===== config.mk =====
export PLATFORM = sky130hd
export DESIGN_NAME = bia_ffz
export DESIGN_NICKNAME = d
export VERILOG_FILES = /design/src/design/bia_pkg.sv /design/src/design/bia_ffz.sv
export SDC_FILE = /design/constraint.sdc
export NUM_CORES = 1
export LEC_CHECK = 0
export ABC_CLOCK_PERIOD_IN_PS = 1200
export BUFFER_PORTS_ARGS = -buffer_cell sky130_fd_sc_hd__clkbuf_2
export CORE_AREA = 2 2 39 41
export DETAILED_ROUTE_END_ITERATION = 7
export DIE_AREA = 0 0 41 43
export GPL_ROUTABILITY_DRIVEN = 0
export PLACE_DENSITY = 0.7
export SLEW_MARGIN = 10
export SYNTH_ARGS = -nofsm -noshare
export SYNTH_HDL_FRONTEND = slang
export SYNTH_SLANG_ARGS = --single-unit

===== constraint.sdc =====
create_clock -name vclk -period 1.2
set_clock_uncertainty 0.1 [all_clocks]
set_input_delay 0.18 -clock vclk [all_inputs]
set_output_delay 0.18 -clock vclk [all_outputs]
set_load 0.02 [all_outputs]

===== src/design/bia_pkg.sv =====
`timescale 1ns / 1ps
// ----------------------------------------------------------------------------
// bia_pkg: shared types and constants of the bitmap identifier allocator
// Word formats, status and mode codes, map geometry and the memory request
// bundle that the sequencer hands to the storage.
// ----------------------------------------------------------------------------
package bia_pkg;

  // Map geometry: storage is always 1024 words of 32 bits, arranged as
  // 32 rows of 32 words for the full-word summary level
  localparam int unsigned MAP_BYTES  = 4096;
  localparam int unsigned MAP_BITS   = MAP_BYTES * 8;
  localparam int unsigned STORE_WORDS = 1024;
  localparam int unsigned WORD_BITS  = 32;
  localparam int unsigned ROWS       = STORE_WORDS / WORD_BITS;
  localparam int unsigned WADDR_W    = $clog2(STORE_WORDS);
  localparam int unsigned RADDR_W    = $clog2(ROWS);
  localparam int unsigned BIT_W      = $clog2(WORD_BITS);
  localparam logic [16:0] MAP_BITS_W = 17'(MAP_BITS);

  // Request codes
  localparam logic MODE_ALLOC   = 1'b0;
  localparam logic MODE_RELEASE = 1'b1;

  // Result status codes
  localparam logic [1:0] ST_OK    = 2'd0;
  localparam logic [1:0] ST_FULL  = 2'd1;
  localparam logic [1:0] ST_RANGE = 2'd2;

  typedef struct packed {
    logic        mode;
    logic [15:0] release_id;
  } in_word_t;

  typedef struct packed {
    logic [15:0] granted_id;
    logic [1:0]  status;
  } out_word_t;

  // One access per cycle to each of the bitmap store and the summary store
  typedef struct packed {
    logic                 data_we;
    logic [WADDR_W-1:0]   data_addr;
    logic [WORD_BITS-1:0] data_wdata;
    logic                 sum_we;
    logic [RADDR_W-1:0]   sum_addr;
    logic [WORD_BITS-1:0] sum_wdata;
  } mem_req_t;

endpackage


===== src/design/bia_ffz.sv =====
`timescale 1ns / 1ps
// ----------------------------------------------------------------------------
// bia_ffz: find first zero
// Returns the position of the lowest clear bit of a 32-bit word. Shared by
// the row flags, the summary rows and the bitmap words in turn.
// ----------------------------------------------------------------------------
module bia_ffz (
  input  logic [bia_pkg::WORD_BITS-1:0] word,
  output logic                          found,
  output logic [bia_pkg::BIT_W-1:0]     idx
);
  import bia_pkg::*;

  // Scan from the top so the lowest clear bit wins
  always_comb begin
    found = 1'b0;
    idx   = '0;
    for (int i = WORD_BITS - 1; i >= 0; i--) begin
      if (!word[i]) begin
        found = 1'b1;
        idx   = BIT_W'(i);
      end
    end
  end

endmodule


# [Word level (Yosys, flattened, before mapping)]
# Cells that the tools add are included.
[totals] word_cells=64 ff_bits=0 memories=0 inputBits=32 ramBits=0 rom_bits=0 out_inout_bits=6 latch_bits=0
[classes] mux=64 n_lt_le_gt_ge=0 reduce_logical=0 n_eq_ne=0 n_mul=0 add_sub_neg=0 bitwise=0 div=0 shift=0
[ops] cell="$mux W5" n=32
[ops] cell="$mux W1" n=32

# [Depth between registers and ports, before layout]
# Gate-level depths: netlist of the first run.
[logic_depth] ltp_word=32 depth_mapped=5 depth_no_buf=5

# [Worst setup path after synthesis of the first run]
# OpenSTA, ideal clock, no wires.
[synth_timing] kind="input -> output" from="input word[2] (netlist name)" to="output idx[4] (netlist name)" n_path_buf=0 required_ps=920 slack_ps=-223 stages=3 t_arrival_ps=1143 cell_sequence="nand4_1 -> or3_4 -> nor4_2"
[synth_between] elab_chain_cells=3
[synth_lines] item="start: declaration" line_no="bia_ffz.sv:8" text="input logic [bia_pkg::WORD_BITS-1:0] word,"
[synth_lines] item="$mux W5 (3 in series)" line_no="bia_ffz.sv:19" text="if (!word[i]) begin"
[synth_lines] item="end: declaration" line_no="bia_ffz.sv:10" text="output logic [bia_pkg::BIT_W-1:0] idx"
# Every way passes these cells.

# [Final worst setup path of the first run]
[layout_timing] from="input word[28] (netlist name)" to="output found"
[layout_between] elab_chain_cells=29
[layout_lines] item="$mux W1 (29 in series)" line_no="bia_ffz.sv:19"
[layout_lines] item="end: declaration" line_no="bia_ffz.sv:9" text="output logic found,"
# Every way passes these cells.

==> results.md, run 1 <==
- Syn Nets: 98
- Clkbuf count: 0
- Final setup viols: 6
- Mapped Cells: 66
- Internal power: 0.000138 W
- Crit path capture: found
- FF/Latch Area: 0 µm²
- Type of origin of the critical path: input pin
- Least-Margin Pin Slew: 266 ps
- Critical Path Stages: 6
- Largest net degree at the start of global routing: 6
- WL per Instance: 12.1 µm
- DR pass1 iterations: 4
- Area of the multi-input gates: 417 µm²
- Final Max Tran Viols: 0
- First-pass GRT wire length: 2580 µm
- Overall global routing resource usage: 0.198
- Final core utilization: 0.669
- Hpwl dp: 1260 µm
- FMAX: 645 MHz
- Design Area, Final: 926 µm²
- Max stage delay on crit path: 400 ps
- Yosys warns: 0
- CP Class: in2out
- Clock power share: 0
- Required time at the worst-slack endpoint: approximately 900 ps
- Std-Cell Rows: 14
- Switch share: 0.432
- Grt ovf: 0
- Area grow syn2layout: 136%
- Filler cell count in the final layout: roughly 120
- Fin. Hold Viols: 0
- CP Launch Point: word[28]
- Final Net Count: about 160
- Post-Syn Area: roughly 400 µm²
- Die width: 41 µm
- Die Span Y: roughly 43 µm
- Register area share after synthesis: 0
- CP Data Arrival Time: roughly 1300 ps
- Non-Filler Instances: 141
- DP Cell Count: 138
- Violated checks: setup timing
- Leakage: 0.437 nW
- Syn Area/Cell: slightly below 6 µm²
- Layout cells sized above 1: 0.600
- Cell variety after synth: 22
- CP Capture Type: output port
- Core area: 0.00138 mm²
- Routed WL: about 1700 µm
- Die area: 0.00176 mm²
- Reg power frac: 0
- Starting Density: 0.284
- Initial antenna violation count: 0
- RSZ-0062 raised after global routing: true
- Comb power frac: 1.000
- Final Cycle Share: 1.29
- Crit path buffers/inverters: 2
- Rel. slew slack: 0.822
- Vias in the first global route: slightly below 700
- Post-DP Area: 759 µm²
- Status: complete, but fails checks
- Net Sw Power: 0.000105 W
- Post-route ant nets: 0
- DR vias: 742
- Hold Crit Class: in2out
- IO Pins: 38
- Max cap viols: 0
- Drc violations: 0
- Max VDD drop: 0.169 mV
- Seq Cell Count: 0
- Critical path's slowest cell: or3_4
- Antenna cells: 0
- DR iter-0 viols: 8
- Largest fanout on the critical path: 4
- Pwr dens: 263 mW/mm²
- IO Port Bufs: 38
- Crit path max-delay family: simple AND/OR/NAND/NOR gates
- Tmin final: 1550 ps
- Fin worst setup slack: -351 ps
- Vias per cell: 5.26
- Hold Buf Count CTS: 0
- Critical-path cell list: buf_8 > nand4_1 > or3_4 > nor3_4 > nand3b_1 > buf_6
- Setup tns final: -1600 ps
power by group through the flow:
| stage | Sequential, W | Combinational (W) | Clock (W) |
|---|---|---|---|
| after floorplan | 0 | 0.0000583 | 0 |
| after global placement | 0 | 0.000192 | 0 |
| after detailed placement | 0 | 0.000195 | 0 |
| after CTS | 0 | 0.000221 | 0 |
| after global routing | 0 | 0.000266 | 0 |
| final | 0 | 0.000244 | 0 |
cell families after synthesis:
| logic type | share of synthesized area |
|---|---|
| AO/OA/AOI/OAI | 0.360 |
| buffers and inverters | 0.0573 |
| AND/OR/NAND/NOR | 0.583 |
cells in the mapped netlist (all sizes together) (2+ instances only):
cell type,count,area share
a21oi,5,0.064
inv,6,0.057
nand3b,2,0.038
or3,2,0.057
nand3,6,0.076
o2111ai,2,0.045
nor3,2,0.054
o21ai,5,0.064
nor2,4,0.038
a31oi,4,0.064
nand4,9,0.14
nand2,11,0.11
metrics by stage:
step	total power, W	setup WS (ps)	hold WS [ps]
CTS	0.000221	-308	739
floorplan	0.0000583	-93.3	391
finish	0.000244	-351	742
detailed placement	0.000195	-311	736
global route	0.000266	-409	762
global placement	0.000192	-296	721
cells in the final DEF, fill, tap and decap left out, types with 2 or more instances in the layout:
cell type / Yosys / layout
o2111ai_1: 2 / 2
nand2_1: 11 / 8
inv_1: 6 / 6
nor2_1: 4 / 4
nand4_1: 9 / 9
clkbuf_2: 0 / 20
or3_4: 2 / 2
a21oi_2: 0 / 3
buf_6: 0 / 7
buf_2: 0 / 2
a21oi_1: 5 / 2
o21ai_0: 4 / 3
buf_4: 0 / 22
nand2_2: 0 / 3
a31oi_1: 4 / 3
buf_8: 0 / 2
clkbuf_8: 0 / 6
o21ai_1: 1 / 2
nand3b_1: 2 / 2
nand3_1: 6 / 6
how the worst min path moves through the flow:
stage,startpoint,endpoint,slack (ps),cells after the start
3_3_place_gp,word[1],idx[2],720,5
2_1_floorplan,word[1],idx[1],390,2
5_1_grt,word[0],idx[0],760,4
6_report,word[12],idx[4],740,4
4_1_cts,word[12],idx[4],740,4
3_5_place_dp,word[1],idx[2],740,5
layer usage:
metal,up-vias,track usage,share of wire
met3,0,0.00524,0.061
li1,380,-,-
met1,336,0.241,0.40
met4,0,0,0
met2,26,0.378,0.54
met5,-,0,0
cell type report:
cell class,instances,share of cell area
inverters,6,0.0243
multi-input cells,60,0.450
well taps,16,0.0216
repair buffers,59,0.504
repair_timing:
| item | in CTS | in global routing |
|---|---|---|
| gates resized for setup | 16 | 25 |
| pin swaps | 7 | 14 |
| setup buffers | 2 | 1 |
| endpoints found under the setup margin | 6 | 6 |
(Power assumes the default switching activity.)
==> run 2: changes to the inputs <==
Settings changed: MAX_ROUTING_LAYER from default to met4.
==> run 2 against run 1 <==
Core utilization did not move. Largest power group unchanged. Hold slack stayed put. Worst setup slack hardly changed. Sequential cell count unchanged. Wire length about the same. The flow still finishes with violations (setup timing). Design area is the same. Cell count unchanged. Via count stayed put. Combinational power is essentially flat. Clock-buffer cell count did not move.
==> results.md, run 2 (synthesis gave the netlist of run 1 again) <==
- Status: complete, but fails checks
- Violated checks: setup timing
- Hold Slack: 742 ps (unchanged)
- Hold Path Origin: word[12]
- Fin worst setup slack: -352 ps (-0.473 ps)
- Core area: 0.00138 mm² (unchanged)
- Least-Margin Pin Slew: 266 ps (unchanged)
- Die area: 0.00176 mm² (unchanged)
- Overall global routing resource usage: 0.203 (+0.00487)
- Routed WL: 1710 µm (about the same)
- Area grow syn2layout: 136% (unchanged)
- Die Span Y: 43 µm (unchanged)
- Design Area, Final: 926 µm² (unchanged)
- CP Launch Point: word[28]
- Setup tns final: -1600 ps (-1.57 ps)
- Final Cycle Share: 1.29 (about the same)
- Layout cells sized above 1: 0.600 (unchanged)
- Pwr dens: 263 mW/mm² (about the same)
- Seq Cell Count: 0 (unchanged)
- Largest net degree at the start of global routing: 6 (unchanged)
- Critical path's slowest cell: or3_4
- Hold Buf Count CTS: 0 (unchanged)
- Std-Cell Rows: 14 (unchanged)
- WL per Instance: 12.1 µm (about the same)
- Antenna cells: 0 (unchanged)
- Setup WS pre-CTS: -311 ps (unchanged)
- Tmin final: 1550 ps (+0.473 ps)
- Clkbuf count: 0 (unchanged)
- Initial antenna violation count: 0 (unchanged)
- Hpwl dp: 1260 µm (unchanged)
- Required time at the worst-slack endpoint: 920 ps (about the same)
- Max cap viols: 0 (unchanged)
- DR vias: 742 (unchanged)
- Type of origin of the critical path: input pin
- FF/Latch Area: 0 µm² (unchanged)
- Vias per cell: 5.26 (unchanged)
- CP Data Arrival Time: 1270 ps (about the same)
- First-pass GRT wire length: 2580 µm (unchanged)
- Commonest cells after routing, fill and taps aside: 22 x buf_4, 20 x clkbuf_2, 9 x nand4_1
- IO Port Bufs: 38 (unchanged)
- Post-DP Area: 759 µm² (unchanged)
- Final Net Count: 159 (unchanged)
- Die width: 41 µm (unchanged)
- IO Pins: 38 (unchanged)
- Area of the multi-input gates: 417 µm² (unchanged)
- DR iter-0 viols: 8 (unchanged)
- CP Capture Type: output port
- Starting Density: 0.284 (unchanged)
- Grt ovf: 0 (unchanged)
- Final setup viols: 6 (unchanged)
- Total power: 0.000244 W (about the same)
- Fin. Hold Viols: 0 (unchanged)
- DR pass1 iterations: 4 (unchanged)
- Leakage: 0.437 nW (unchanged)
- Filler cell count in the final layout: 116 (unchanged)
- Final Max Tran Viols: 0 (unchanged)
- Largest fanout on the critical path: 4 (unchanged)
- FMAX: 644 MHz (about the same)
- Hold Crit Class: in2out
- Max stage delay on crit path: 400 ps (about the same)
- Most common cell after layout, fill and taps aside: buf_4
- CP Class: in2out
- Post-route ant nets: 0 (unchanged)
- Critical-path cell list: buf_8 > nand4_1 > or3_4 > nor3_4 > nand3b_1 > buf_6
- RSZ-0062 raised after global routing: true
- Max VDD drop: 0.169 mV (unchanged)
- Drc violations: 0 (unchanged)
- Vias in the first global route: 692 (unchanged)
- Rel. slew slack: 0.822 (unchanged)
## run 2: metrics by stage
step	utilization	instances
final	0.669	141
after global routing	0.669	141
after CTS	0.621	140
after detailed placement	0.549	138
after global placement	0.549	138
after floorplan	-	66
## run 2: final timing paths
check	end	depth (start not counted)
max	found	6
min	idx[4]	4
## run 2: report_power, final
part	internal, W	leakage (nW)	switching [W]	total, W
clock network	0	0	0	0
registers	0	0	0	0
logic	0.000138	0.437	0.000105	0.000244
## run 2: worst max-delay path, delay by kind of cell
kind	cells	cell delay [ps]
buf+inv	2	220
simple gates	4	870
## run 2: timing repair
action,4_1_cts,5_1_grt
buffers inserted,2,1
resized for setup,16,25
pin swaps,7,14
hold endpoints to repair,0,0
setup endpoints to repair,6,6
## run 2: area by class of cell
type,count,share of cell area
Timing Repair Buffer,59,0.504
Multi-Input combinational cell,60,0.450
Inverter,6,0.0243
Tap cell,16,0.0216
## run 2: routing by layer
layer	GRT usage	vias up	wire (µm)
met5	-	-	0
met4	0	0	0
li1	-	380	-
met3	0.00524	0	104
met2	0.378	26	923
met1	0.241	336	680
==> run 3: changes to the inputs <==
Settings changed: ABC_CLOCK_PERIOD_IN_PS 1200 to 1500, PLACE_DENSITY 0.7 to 0.67.
Clock period 1.2 ns to 1.5 ns, I/O delays scaled along.
==> run 3 against run 2 <==
The flow still finishes with violations (setup timing). Die area stayed put. Wire length is 1.5% lower. First-iteration DRC count is 13% higher. Core utilization down 0.63 points. Worst setup slack improved by 230 ps. Total power shrank 20%. Sequential cell count did not move. Clock-buffer cell count is the same. Sequential share of layout area is the same. Global-route usage decreased by 0.63 points. Via count up 0.40%. Combinational power decreased by 20%. Critical endpoint is now idx[0]. Largest cell class unchanged.
==> results.md, run 3 (synthesis gave the netlist of run 1 again) <==
- Status: complete, but fails checks
- Violated checks: setup timing
- Max cap viols: 0 (unchanged)
- Setup WS pre-CTS: -193 ps (+119 ps)
- Antenna cells: 0 (unchanged)
- Starting Density: 0.284 (unchanged)
- Filler cell count in the final layout: 126 (+8.6%)
- Core area: 0.00138 mm² (unchanged)
- Total power: 0.000196 W (-20%)
- Final Net Count: 158 (-0.63%)
- Most common cell after layout, fill and taps aside: buf_4
- Overall global routing resource usage: 0.197 (-0.00635)
- FMAX: 615 MHz
- Critical path's slowest cell: a2111oi_2
- Critical-path cell list: buf_6 > nand3b_1 > nand3_1 > a31oi_2 > a2111oi_2 > o221a_2 > buf_8
- Commonest cells after routing, fill and taps aside: 20 x buf_4, 18 x clkbuf_2, 12 x buf_6
- Required time at the worst-slack endpoint: 1170 ps (+250 ps)
- Routed WL: 1680 µm (-1.5%)
- DR pass1 iterations: 4 (unchanged)
- Hold Slack: 804 ps (+62.7 ps)
- Layout cells sized above 1: 0.565 (-0.0355)
- Seq Cell Count: 0 (unchanged)
- Least-Margin Pin Slew: 257 ps (-9.42 ps)
- Std-Cell Rows: 14 (unchanged)
- Fin. Hold Viols: 0 (unchanged)
- RSZ-0062 raised after global routing: true
- Final Cycle Share: 1.08
- Die Span Y: 43 µm (unchanged)
- DR vias: 745 (+0.40%)
- Initial antenna violation count: 0 (unchanged)
- Fin worst setup slack: -125 ps (+227 ps)
- Clkbuf count: 0 (unchanged)
- Leakage: 0.429 nW (-1.7%)
- Max stage delay on crit path: 280 ps (-120 ps)
- Die width: 41 µm (unchanged)
- Final setup viols: 4 (-2)
- Drc violations: 0 (unchanged)
- Grt ovf: 0 (unchanged)
- Largest net degree at the start of global routing: 6 (unchanged)
- WL per Instance: 12.0 µm (-0.82%)
- CP Capture Type: output port
- DR iter-0 viols: 9 (+1)
- Largest fanout on the critical path: 3 (-1)
- Hpwl dp: 1320 µm (+5.3%)
- Area grow syn2layout: 133%
- Vias in the first global route: 658 (-4.9%)
- Final Max Tran Viols: 0 (unchanged)
- Type of origin of the critical path: input pin
- IO Pins: 38 (unchanged)
- Die area: 0.00176 mm² (unchanged)
- Post-route ant nets: 0 (unchanged)
- Hold Crit Class: in2out
- IO Port Bufs: 38 (unchanged)
- FF/Latch Area: 0 µm² (unchanged)
- Setup tns final: -275 ps (+1330 ps)
- Tmin final: 1620 ps
- Rel. slew slack: 0.827 (+0.00481)
- Pwr dens: 213 mW/mm² (-19%)
- Vias per cell: 5.32 (+1.1%)
- CP Data Arrival Time: 1300 ps (+30 ps)
- First-pass GRT wire length: 2460 µm (-4.8%)
- Max VDD drop: 0.138 mV (-18%)
- CP Class: in2out
run 3: per-stage QoR:
stage	cell area, µm²	cells	utilization
finish	917	140	0.663
global route	917	140	0.663
CTS	831	140	0.600
detailed placement	754	139	0.545
global placement	754	139	0.545
floorplan	402	66	-
run 3: cell type report:
type / instances / area, µm² / area share
multi-input combinational: 60 / 410 / 0.447
inverter: 6 / 22.5 / 0.0246
timing repair buffer: 58 / 464 / 0.506
tap: 16 / 20.0 / 0.0218
run 3: report_power, final:
group	internal (W)	total [W]	switching (W)	leakage [nW]
Clock	0	0	0	0
Sequential	0	0	0	0
Combinational	0.000112	0.000196	0.0000839	0.429
run 3: timing repair:
action	in CTS	in global routing
endpoints found under the hold margin	0	0
resized for setup	14	31
endpoints found under the setup margin	4	6
buffers inserted	1	0
hold buffers	0	0
pin swaps	8	8
run 3: path summary, 6_finish.rpt:
path / startpoint / endpoint / slack (ps) / cells after the start
worst max-delay path: word[31] / idx[0] / -120 / 7
worst min-delay path: word[3] / idx[2] / 800 / 5
run 3: metal layers:
metal | vias up | routed length, µm | track usage
li1 | 382 | - | -
met1 | 327 | 662 | 0.234
met2 | 32 | 885 | 0.344
met3 | 4 | 99 | 0.0105
met4 | 0 | 36 | 0.0400
met5 | - | 0 | -
run 3: critical path: cells and delay by family:
kind | cells | cell delay, ps
compound gates | 3 | 640
buf+inv | 2 | 200
simple gates | 2 | 240
